**config.mk**
```make
export PLATFORM = sky130hd
export DESIGN_NAME = input_event_ring_device_core
export DESIGN_NICKNAME = d
export VERILOG_FILES = /design/src/design/ierd_pkg.sv /design/src/design/input_event_ring_device_core.sv
export SDC_FILE = /design/constraint.sdc
export NUM_CORES = 2
export LEC_CHECK = 0
export ABC_AREA = 1
export BUFFER_PORTS_ARGS = -buffer_cell sky130_fd_sc_hd__clkbuf_2
export CAP_MARGIN = 15
export CORE_ASPECT_RATIO = 1.1
export CORE_MARGIN = 2
export CORE_UTILIZATION = 40
export CTS_CLUSTER_DIAMETER = 30
export DETAILED_ROUTE_END_ITERATION = 6
export HOLD_SLACK_MARGIN = 0.02
export PLACE_DENSITY = 0.6
export SYNTH_ARGS = -nofsm -noshare
export SYNTH_HDL_FRONTEND = slang
export SYNTH_SLANG_ARGS = --single-unit
```
**constraint.sdc**
```tcl
create_clock -name clk -period 14.5 [get_ports clk]
set_input_delay 2.9 -clock clk [delete_from_list [all_inputs] [get_ports clk]]
set_output_delay 2.9 -clock clk [all_outputs]
set_load 0.005 [all_outputs]
```
**src/design/ierd_pkg.sv**
```systemverilog
// input event ring device: shared types and constants
// request codes, register offsets, slot layout and the control state type
// no dependencies
package ierd_pkg;

  typedef enum logic {
    ST_IDLE,
    ST_EXEC
  } state_t;

  typedef logic [2:0] req_t;

  localparam req_t REQ_REL_MOVE  = 3'd0;
  localparam req_t REQ_ABS_MOVE  = 3'd1;
  localparam req_t REQ_BUTTON    = 3'd2;
  localparam req_t REQ_SYNC      = 3'd3;
  localparam req_t REQ_KEY       = 3'd4;
  localparam req_t REQ_BUS_READ  = 3'd5;
  localparam req_t REQ_BUS_WRITE = 3'd6;

  localparam int CFG_IDX_W = 4;
  localparam logic [CFG_IDX_W-1:0] CFG_LIMIT_X = 4'd0;
  localparam logic [CFG_IDX_W-1:0] CFG_LIMIT_Y = 4'd1;

  localparam int SLOT_BYTES = 16;
  localparam int SLOT_W     = SLOT_BYTES * 8;

  localparam logic [31:0] ID_WORD      = 32'h4C4F_4231;
  localparam logic [31:0] VERSION_WORD = 32'h0001_0000;

  // byte offsets on the bus
  localparam logic [9:0] REG_ID        = 10'h000;
  localparam logic [9:0] REG_VERSION   = 10'h004;
  localparam logic [9:0] REG_DEPTH     = 10'h008;
  localparam logic [9:0] REG_RD_INDEX  = 10'h00C;
  localparam logic [9:0] REG_WR_INDEX  = 10'h010;
  localparam logic [9:0] REG_SLOT_SIZE = 10'h014;
  localparam logic [9:0] REG_MODIFIERS = 10'h018;
  localparam logic [9:0] CLEAR_OFFSET  = 10'h018;
  localparam logic [9:0] SLOTS_BASE    = 10'h020;

  // key codes e0..e7 are the modifier keys
  localparam logic [4:0] MOD_KEY_PREFIX = 5'b11100;

  localparam logic [7:0] EVT_MOVE        = 8'd1;
  localparam logic [7:0] EVT_BUTTON      = 8'd2;
  localparam logic [7:0] EVT_KEY_PRESS   = 8'd3;
  localparam logic [7:0] EVT_KEY_RELEASE = 8'd4;

  localparam logic [15:0] LIMIT_X_RESET = 16'd1919;
  localparam logic [15:0] LIMIT_Y_RESET = 16'd1079;
  localparam logic [15:0] POS_X_RESET   = 16'd960;
  localparam logic [15:0] POS_Y_RESET   = 16'd540;

  localparam logic [16:0] ABS_SCALE = 17'd32767;

  // e0/e4 ctrl, e1/e5 shift, e2/e6 alt, e3/e7 gui
  function automatic logic [3:0] mod_bit(input logic [1:0] sel);
    logic [3:0] bit_mask;
    case (sel)
      2'd0:    bit_mask = 4'b0010;
      2'd1:    bit_mask = 4'b0001;
      2'd2:    bit_mask = 4'b0100;
      default: bit_mask = 4'b1000;
    endcase
    return bit_mask;
  endfunction

endpackage

```
**src/design/input_event_ring_device_core.sv**
```systemverilog
// input event ring device, top level
// ring of event slots in a synchronous memory, pointer and modifier state
// depends on ierd_pkg
//
// Each accepted transaction is handled first in the accept cycle, which
// reads the addressed slot from the ring memory and forms the absolute-move
// product, then in the execute state, which finishes the division, updates
// pointer, flag and index state and writes a new event into the ring memory.
// One transaction is in flight at a time, so a new one is taken only after
// the last leaves the execute state; a held result stalls that state. Every
// transaction gives exactly one result. Slots read as zero until first
// written (per-slot valid bits cleared by reset), so no clearing pass runs
// after reset. A bus write to 0x18 resets both ring indices.
module input_event_ring_device_core #(
  parameter int RING_DEPTH = 32
) (
  input  logic                           clk,
  input  logic                           rst,
  // item channel
  input  logic                           in_valid,
  output logic                           in_stall,
  input  logic [2:0]                     req_type,
  input  logic                           axis,
  input  logic signed [15:0]             move_value,
  input  logic [1:0]                     button_id,
  input  logic                           pressed,
  input  logic [7:0]                     key_code,
  input  logic [9:0]                     bus_offset,
  input  logic [3:0]                     access_size,
  // result channel
  output logic                           out_valid,
  input  logic                           out_stall,
  output logic [63:0]                    read_data,
  output logic                           event_pushed,
  output logic                           oldest_dropped,
  // configuration
  input  logic                           cfg_valid,
  output logic                           cfg_ready,
  input  logic [ierd_pkg::CFG_IDX_W-1:0] cfg_index,
  input  logic [15:0]                    cfg_data
);

  localparam int IDX_W = $clog2(RING_DEPTH);
  localparam logic [IDX_W-1:0] LAST_IDX = IDX_W'(RING_DEPTH - 1);

  ierd_pkg::state_t state, state_next;

  logic in_fire, exec_fire;

  // configuration registers
  logic [15:0] limit_x, limit_y;

  // architectural state
  logic [IDX_W-1:0] read_index, read_index_next;
  logic [IDX_W-1:0] write_index, write_index_next;
  logic [15:0]      pointer_x, pointer_x_next;
  logic [15:0]      pointer_y, pointer_y_next;
  logic [3:0]       modifier_flags, modifier_flags_next;
  logic [2:0]       button_flags, button_flags_next;

  // ring memory and slot valid bits
  logic [ierd_pkg::SLOT_W-1:0] ring_mem [RING_DEPTH];
  logic [RING_DEPTH-1:0]       slot_valid;

  // captured transaction
  ierd_pkg::req_t      item_req;
  logic                item_axis;
  logic signed [15:0]  item_value;
  logic [1:0]          item_button;
  logic                item_pressed;
  logic [7:0]          item_key;
  logic [9:0]          item_offset;
  logic [3:0]          item_size;
  logic                item_slot_hit;
  logic [30:0]         abs_prod;
  logic [ierd_pkg::SLOT_W-1:0] slot_rd_data;
  logic                slot_rd_valid;

  // slot address decode on the accept side
  logic [9:0]       off_rel, slot_num;
  logic [IDX_W-1:0] slot_addr;
  logic             slot_hit;
  logic [15:0]      in_limit;

  assign off_rel   = bus_offset - ierd_pkg::SLOTS_BASE;
  assign slot_num  = off_rel >> 4;
  assign slot_addr = slot_num[IDX_W-1:0];
  assign slot_hit  = (bus_offset >= ierd_pkg::SLOTS_BASE) && (slot_num < 10'(RING_DEPTH));
  assign in_limit  = axis ? limit_y : limit_x;

  assign cfg_ready = ~rst;

  // control: next state
  always_comb begin
    state_next = state;
    case (state)
      ierd_pkg::ST_IDLE: begin
        if (in_fire) state_next = ierd_pkg::ST_EXEC;
      end
      ierd_pkg::ST_EXEC: begin
        if (exec_fire) state_next = ierd_pkg::ST_IDLE;
      end
      default: state_next = ierd_pkg::ST_IDLE;
    endcase
  end

  // control: outputs
  always_comb begin
    in_stall  = 1'b1;
    exec_fire = 1'b0;
    case (state)
      ierd_pkg::ST_IDLE: begin
        in_stall = rst;
      end
      ierd_pkg::ST_EXEC: begin
        exec_fire = ~out_valid | ~out_stall;
      end
      default: begin
        in_stall = 1'b1;
      end
    endcase
  end

  assign in_fire = in_valid & ~in_stall;

  always_ff @(posedge clk) begin
    if (rst) begin
      state <= ierd_pkg::ST_IDLE;
    end else begin
      state <= state_next;
    end
  end

  always_ff @(posedge clk) begin
    if (rst) begin
      limit_x <= ierd_pkg::LIMIT_X_RESET;
      limit_y <= ierd_pkg::LIMIT_Y_RESET;
    end else if (cfg_valid && cfg_ready) begin
      case (cfg_index)
        ierd_pkg::CFG_LIMIT_X: limit_x <= cfg_data;
        ierd_pkg::CFG_LIMIT_Y: limit_y <= cfg_data;
        default: ;
      endcase
    end
  end

  // accept stage: capture the transaction, read the slot, form the product
  always_ff @(posedge clk) begin
    if (in_fire) begin
      item_req      <= req_type;
      item_axis     <= axis;
      item_value    <= move_value;
      item_button   <= button_id;
      item_pressed  <= pressed;
      item_key      <= key_code;
      item_offset   <= bus_offset;
      item_size     <= access_size;
      item_slot_hit <= slot_hit;
      abs_prod      <= 31'(move_value[14:0]) * 31'(in_limit);
    end
  end

  always_ff @(posedge clk) begin
    if (in_fire && slot_hit) begin
      slot_rd_data <= ring_mem[slot_addr];
    end
  end

  always_ff @(posedge clk) begin
    if (rst) begin
      slot_rd_valid <= 1'b0;
    end else if (in_fire && slot_hit) begin
      slot_rd_valid <= slot_valid[slot_addr];
    end
  end

  // execute stage datapath
  logic [15:0] cur_pos, cur_limit, pos_top, rel_pos, abs_pos;
  logic signed [17:0] rel_sum;
  logic [15:0] abs_q0;
  logic [16:0] abs_rem;
  logic [1:0]  abs_corr;

  always_comb begin
    cur_pos   = item_axis ? pointer_y : pointer_x;
    cur_limit = item_axis ? limit_y : limit_x;
    pos_top   = (cur_limit == 16'd0) ? 16'hFFFF : cur_limit;
    rel_sum   = $signed({2'b00, cur_pos}) + 18'(item_value);
    if (rel_sum < 0) begin
      rel_pos = 16'd0;
    end else if (rel_sum[16:0] > {1'b0, pos_top}) begin
      rel_pos = pos_top;
    end else begin
      rel_pos = rel_sum[15:0];
    end
    // divide by 2^15-1: quotient estimate from the top bits, then fix up
    abs_q0  = abs_prod[30:15];
    abs_rem = 17'(abs_prod[14:0]) + 17'(abs_q0);
    if (abs_rem >= 17'(3 * ierd_pkg::ABS_SCALE)) begin
      abs_corr = 2'd3;
    end else if (abs_rem >= 17'(2 * ierd_pkg::ABS_SCALE)) begin
      abs_corr = 2'd2;
    end else if (abs_rem >= ierd_pkg::ABS_SCALE) begin
      abs_corr = 2'd1;
    end else begin
      abs_corr = 2'd0;
    end
    abs_pos = item_value[15] ? 16'd0 : abs_q0 + 16'(abs_corr);
  end

  logic push_en, drop_en, clear_en;
  logic [IDX_W-1:0] wr_inc, rd_inc;
  logic [7:0] evt_type, evt_buttons, evt_key;
  logic [15:0] evt_x, evt_y;
  logic [ierd_pkg::SLOT_W-1:0] evt_record;

  always_comb begin
    pointer_x_next      = pointer_x;
    pointer_y_next      = pointer_y;
    modifier_flags_next = modifier_flags;
    button_flags_next   = button_flags;
    push_en             = 1'b0;
    clear_en            = 1'b0;
    evt_type            = ierd_pkg::EVT_MOVE;
    case (item_req)
      ierd_pkg::REQ_REL_MOVE: begin
        if (item_axis) pointer_y_next = rel_pos;
        else pointer_x_next = rel_pos;
      end
      ierd_pkg::REQ_ABS_MOVE: begin
        if (item_axis) pointer_y_next = abs_pos;
        else pointer_x_next = abs_pos;
      end
      ierd_pkg::REQ_BUTTON: begin
        if (item_button != 2'd3) begin
          if (item_pressed) button_flags_next = button_flags | (3'b001 << item_button);
          else button_flags_next = button_flags & ~(3'b001 << item_button);
        end
        push_en  = 1'b1;
        evt_type = ierd_pkg::EVT_BUTTON;
      end
      ierd_pkg::REQ_SYNC: begin
        push_en  = 1'b1;
        evt_type = ierd_pkg::EVT_MOVE;
      end
      ierd_pkg::REQ_KEY: begin
        if (item_key != 8'd0) begin
          if (item_key[7:3] == ierd_pkg::MOD_KEY_PREFIX) begin
            if (item_pressed) begin
              modifier_flags_next = modifier_flags | ierd_pkg::mod_bit(item_key[1:0]);
            end else begin
              modifier_flags_next = modifier_flags & ~ierd_pkg::mod_bit(item_key[1:0]);
            end
          end
          push_en  = 1'b1;
          evt_type = item_pressed ? ierd_pkg::EVT_KEY_PRESS : ierd_pkg::EVT_KEY_RELEASE;
        end
      end
      ierd_pkg::REQ_BUS_WRITE: begin
        clear_en = (item_offset == ierd_pkg::CLEAR_OFFSET);
      end
      default: ;
    endcase

    // position only in move and button records
    evt_x       = (item_req == ierd_pkg::REQ_KEY) ? 16'd0 : pointer_x;
    evt_y       = (item_req == ierd_pkg::REQ_KEY) ? 16'd0 : pointer_y;
    evt_buttons = (item_req == ierd_pkg::REQ_BUTTON) ? {5'd0, button_flags_next} : 8'd0;
    evt_key     = (item_req == ierd_pkg::REQ_KEY) ? item_key : 8'd0;
    evt_record  = {32'd0, evt_key, evt_buttons, 32'd0, evt_y, evt_x,
                   {4'd0, modifier_flags_next}, evt_type};

    wr_inc  = (write_index == LAST_IDX) ? '0 : write_index + 1'b1;
    rd_inc  = (read_index == LAST_IDX) ? '0 : read_index + 1'b1;
    drop_en = push_en && (wr_inc == read_index);

    read_index_next  = read_index;
    write_index_next = write_index;
    if (clear_en) begin
      read_index_next  = '0;
      write_index_next = '0;
    end else if (push_en) begin
      write_index_next = wr_inc;
      if (drop_en) read_index_next = rd_inc;
    end
  end

  // bus read data
  logic [ierd_pkg::SLOT_W-1:0] slot_word, slot_shift;
  logic [63:0] slot_bytes, reg_data, bus_data;
  logic [3:0]  size_cap;
  logic [4:0]  room, n_bytes;
  logic        reg_hit;

  always_comb begin
    slot_word  = slot_rd_valid ? slot_rd_data : '0;
    slot_shift = slot_word >> {item_offset[3:0], 3'b000};
    size_cap   = (item_size > 4'd8) ? 4'd8 : item_size;
    room       = 5'(ierd_pkg::SLOT_BYTES) - 5'(item_offset[3:0]);
    n_bytes    = (5'(size_cap) < room) ? 5'(size_cap) : room;
    for (int i = 0; i < 8; i++) begin
      slot_bytes[i*8 +: 8] = (5'(i) < n_bytes) ? slot_shift[i*8 +: 8] : 8'h00;
    end

    reg_hit = 1'b1;
    case (item_offset)
      ierd_pkg::REG_ID:        reg_data = 64'(ierd_pkg::ID_WORD);
      ierd_pkg::REG_VERSION:   reg_data = 64'(ierd_pkg::VERSION_WORD);
      ierd_pkg::REG_DEPTH:     reg_data = 64'(RING_DEPTH);
      ierd_pkg::REG_RD_INDEX:  reg_data = 64'(read_index);
      ierd_pkg::REG_WR_INDEX:  reg_data = 64'(write_index);
      ierd_pkg::REG_SLOT_SIZE: reg_data = 64'(ierd_pkg::SLOT_BYTES);
      ierd_pkg::REG_MODIFIERS: reg_data = 64'(modifier_flags);
      default: begin
        reg_hit  = 1'b0;
        reg_data = 64'd0;
      end
    endcase

    if (item_req != ierd_pkg::REQ_BUS_READ) begin
      bus_data = 64'd0;
    end else if (reg_hit) begin
      bus_data = reg_data;
    end else if (item_slot_hit) begin
      bus_data = slot_bytes;
    end else begin
      bus_data = 64'd0;
    end
  end

  // state write-back
  always_ff @(posedge clk) begin
    if (rst) begin
      read_index     <= '0;
      write_index    <= '0;
      pointer_x      <= ierd_pkg::POS_X_RESET;
      pointer_y      <= ierd_pkg::POS_Y_RESET;
      modifier_flags <= 4'd0;
      button_flags   <= 3'd0;
      slot_valid     <= '0;
    end else if (exec_fire) begin
      read_index     <= read_index_next;
      write_index    <= write_index_next;
      pointer_x      <= pointer_x_next;
      pointer_y      <= pointer_y_next;
      modifier_flags <= modifier_flags_next;
      button_flags   <= button_flags_next;
      if (push_en) slot_valid[write_index] <= 1'b1;
    end
  end

  always_ff @(posedge clk) begin
    if (exec_fire && push_en) begin
      ring_mem[write_index] <= evt_record;
    end
  end

  // result register
  always_ff @(posedge clk) begin
    if (rst) begin
      out_valid <= 1'b0;
    end else if (exec_fire) begin
      out_valid <= 1'b1;
    end else if (out_valid && !out_stall) begin
      out_valid <= 1'b0;
    end
  end

  always_ff @(posedge clk) begin
    if (exec_fire) begin
      read_data      <= bus_data;
      event_pushed   <= push_en;
      oldest_dropped <= drop_en;
    end
  end

endmodule

```
==> flow_metrics.env <==
export IMPL_ys_types=69
export IMPL_clockRootBuffer="clkbuf_16"
export IMPL_hp_class="flip-flop to flip-flop"
export IMPL_synth_compound_area_share_pct=12.92
export IMPL_violations="design-rule violations"
export IMPL_cts_clk_slew_worst_paths_ns=0.04
export IMPL_dieArea_mm2=0.2206
export IMPL_port_buffers=138
export IMPL_synthSimpleGateAreaFrac_pct=10.59
export IMPL_syn2layout_area_growth_pct=19.30
export IMPL_worstMarginPinSlew_ns=1.237
export IMPL_first_pass_iters=7
export IMPL_synth_xor_area_share_pct=0.6059
export IMPL_place_gp_congestion=0.9562
export IMPL_synth_avg_cell_area_um2=11.63
export IMPL_top_layer="met5"
export IMPL_syn_nets=7869
export IMPL_grt_usage_pct=24.80
export IMPL_final_cells=10880
export IMPL_yosys_area_top_type="edfxtp_1"
export IMPL_antenna_found_initial=8
export IMPL_clock_path_buffers=4
export IMPL_ys_seq_area_share_pct=64.76
export IMPL_synth_area_top_cells="edfxtp_1, o21ai_0, nor2_1"
export IMPL_hpwl_um=160300
export IMPL_fp_dieW_um=448.0
export IMPL_grt_max_degree=207
export IMPL_grt_ovfl_total=0
export IMPL_yosys_most_used_dff="edfxtp_1"
export IMPL_async_flop_share_pct=0
export IMPL_h_tree_depth=5
export IMPL_initial_core_util_pct=40.17
export IMPL_syn_cell_area_mm2=0.08673
export IMPL_post_cts_buffers=0
export IMPL_timing_fmax_ghz=0.1141
export IMPL_nFillCells=19050
export IMPL_setup_viol=0
export IMPL_postRouteAntennaNets=0
export IMPL_synth_fa_ha_area_share_pct=6.503
export IMPL_pre_cts_slack_ns=4.769
export IMPL_skew_ns=0.09440
export IMPL_grt_pass1_vias=60560
export IMPL_muxShareOfSynthArea_pct=0.03462
export IMPL_cts_tree="built"
export IMPL_placementRows=179
export IMPL_yosys_area_top_type_share_pct=62.08
export IMPL_drtIter0Drc=8012
export IMPL_routed_wirelength_um=280100
export IMPL_rsz0062_at_grt="false"
export IMPL_cts_buffers=379
export IMPL_clock_latency_ns=0.98
export IMPL_setup_tns_final_ns=0
export IMPL_peakVddDrop_mv=0.1862
export IMPL_status="finished, violations left"
export IMPL_slew_headroom_pct=17.33
export IMPL_synth_seq_cells=1909
export IMPL_drive_gt1_share_pct=12.52
export IMPL_io_pins=139
export IMPL_path_class="primary input to flip-flop"
export IMPL_synth_edf_count=1793
export IMPL_setup_ws_ns=5.733
export IMPL_drv_slew=0
export IMPL_dp_cells=10180
export IMPL_met2WireLength_um=131800
export IMPL_yosysWarnings=0
export IMPL_cap_violations=0
export IMPL_hold_violations=0
export IMPL_wl_met3_um=24150
export IMPL_drc_errors=2
export IMPL_wire_per_inst_um=25.75
export IMPL_postSynthCellCount=7458
export IMPL_die_y_um=492.4
export IMPL_fin_crit_sh_pct=60.46
export IMPL_synth_top_family_by_area="compound AO/OA/AOI/OAI gates"
export IMPL_crit_required_ns=15.12
export IMPL_crit_path_max_fanout=33
export IMPL_cts_sinks=1909
export IMPL_grt_pass1_wl_um=403400
export IMPL_cp_start_kind="primary input"
export IMPL_avgViaCountPerCell=5.758
export IMPL_coreArea_mm2=0.2159
export IMPL_multiInputGateArea_mm2=0.02696
export IMPL_cp_end_kind="flip-flop"
export IMPL_nNetsFinal=8086
export IMPL_dr_total_vias=62620
export IMPL_power_density_mw_per_mm2=179.6
export IMPL_p_leak_nw=37.10
export IMPL_postCtsResizedCells=0
export IMPL_ctsHoldBuffers=0
export IMPL_worstPathArrival_ns=9.38
export IMPL_seq_area_mm2=0.05617
export IMPL_met1Wirelength_um=110400
export IMPL_period_needed_ns=8.767
==> logic make-up (layout without fill, tap and decap cells) <==
| family | Yosys count | count (layout) |
|---|---|---|
| simple gates | 2264 | 2264 |
| xor+xnor | 60 | 60 |
| compound gates | 1865 | 1865 |
| buf+inv | 1016 | 1536 |
| fa+ha+maj | 341 | 341 |
| mux | 3 | 3 |
| other cells | 0 | 2 |
| flops | 1909 | 1909 |
==> synthesized netlist by cell type (6+ instances only) <==
cell      count
o221ai_1    301
nor2_2       12
o22ai_1     138
ha_1        158
nor2_1     1326
o21bai_1      6
dfxtp_1     116
nand3b_1      8
o21ai_0    1031
nand2_2       7
o21ai_1      30
xnor2_1      20
buf_4        10
buf_2        80
a221oi_1      6
a21oi_1     159
o31ai_1       6
inv_1       557
nand2_1     558
clkbuf_1    336
o21a_1       39
a31oi_1      61
edfxtp_1   1793
a32oi_1      52
xor2_1       40
nor3_1       27
nand3_1     274
buf_1        15
fa_1        183
nand4_1      22
inv_2        11
==> flip-flops by register name, indices dropped and copies added, names as in the netlist, 2 cells and up <==
signal / count
item_size: 4
abs_prod: 31
slot_rd_data: 50
pointer_x: 16
item_value: 16
limit_y: 16
slot_valid: 32
read_data: 64
button_flags: 3
item_button: 2
ring_mem: 1600
item_req: 3
item_key: 8
limit_x: 16
write_index: 5
read_index: 5
item_offset: 10
modifier_flags: 4
pointer_y: 16
==> cells in the final DEF, fill, tap and decap left out, types with 10 or more instances in the layout <==
cell type,instances
clkinv_2,54
bufinv_16,45
a21oi_1,157
clkbuf_1,47
nand4_1,22
edfxtp_1,1793
clkbuf_2,136
clkbuf_8,11
clkinv_4,22
inv_6,17
nor2_1,1260
ha_1,157
o21ai_0,1028
nand2_1,558
o21ai_1,31
clkinvlp_4,35
inv_1,554
xnor2_1,19
nor2_2,45
xor2_1,39
o21a_1,39
clkbuf_16,386
buf_4,128
nand3_1,274
nor3_1,27
nor2_4,36
o221ai_1,301
inv_8,10
dfxtp_1,115
clkinv_1,58
a32oi_1,52
o22ai_1,138
fa_1,183
a31oi_1,61
==> per-stage QoR <==
step	utilization, %	power, mW	hold WS (ns)	instance area (um2)
after floorplan	-	9.056	0.4355	86730
after global placement	42.00	10.11	0.4418	90690
after detailed placement	42.03	10.14	0.4477	90740
after CTS	47.86	18.66	0.4583	103300
after global routing	47.92	19.41	0.4684	103500
final	47.92	18.58	0.4557	103500
==> per-layer routing <==
| metal | vias to the layer above | global-route usage, % |
|---|---|---|
| met5 | - | 0 |
| met4 | 2 | 11.73 |
| met3 | 629 | 4.155 |
| met2 | 3191 | 39.72 |
| met1 | 31370 | 32.87 |
| li1 | 27430 | - |
==> where the power goes <==
| group | switching (mW) | leakage, nW | total [mW] | internal, mW |
|---|---|---|---|---|
| sequential | 0.0738 | 17.6 | 6.31 | 6.23 |
| clock | 2.83 | 6.07 | 8.53 | 5.69 |
| combinational | 2.42 | 13.5 | 3.75 | 1.33 |
==> layout make-up <==
cell class / instances / area share (%)
flip-flops and latches: 1909 / 54.28
multi-input cells: 4533 / 26.05
clock buffers: 443 / 9.628
well taps: 2896 / 3.502
clock inverters: 241 / 2.533
inverters: 571 / 2.103
repair buffers: 281 / 1.891
diodes: 2 / 0.004837
==> critical path, stage by stage <==
cell and delay, ns:
clkbuf_2 0.35, o21ai_1 0.80, inv_1 0.29, nand2_1 0.16
fa_1 0.45, fa_1 0.51, fa_1 0.56, inv_1 0.05
fa_1 0.45, fa_1 0.49, inv_1 0.05, fa_1 0.47
inv_1 0.04, ha_1 0.37, nand2_1 0.11, nor2_1 0.16
nand3_1 0.10, nand3_1 0.19, a21boi_0 0.16, o21ai_0 0.31
nand2_1 0.12, nor2_1 0.10, nor2_1 0.05, xnor2_1 0.13
==> path summary, 6_finish.rpt <==
kind               endpoint            from  slack [ns]  cells past startpoint
max            abs_prod[30]            axis        5.73                     24
min          slot_valid[15]  slot_valid[15]        0.46                      1
max reg2reg    abs_prod[30]      limit_x[6]        7.86                     23
min reg2reg  slot_valid[15]  slot_valid[15]        0.46                      1
No activity file was read; power rests on OpenSTA's default activity.
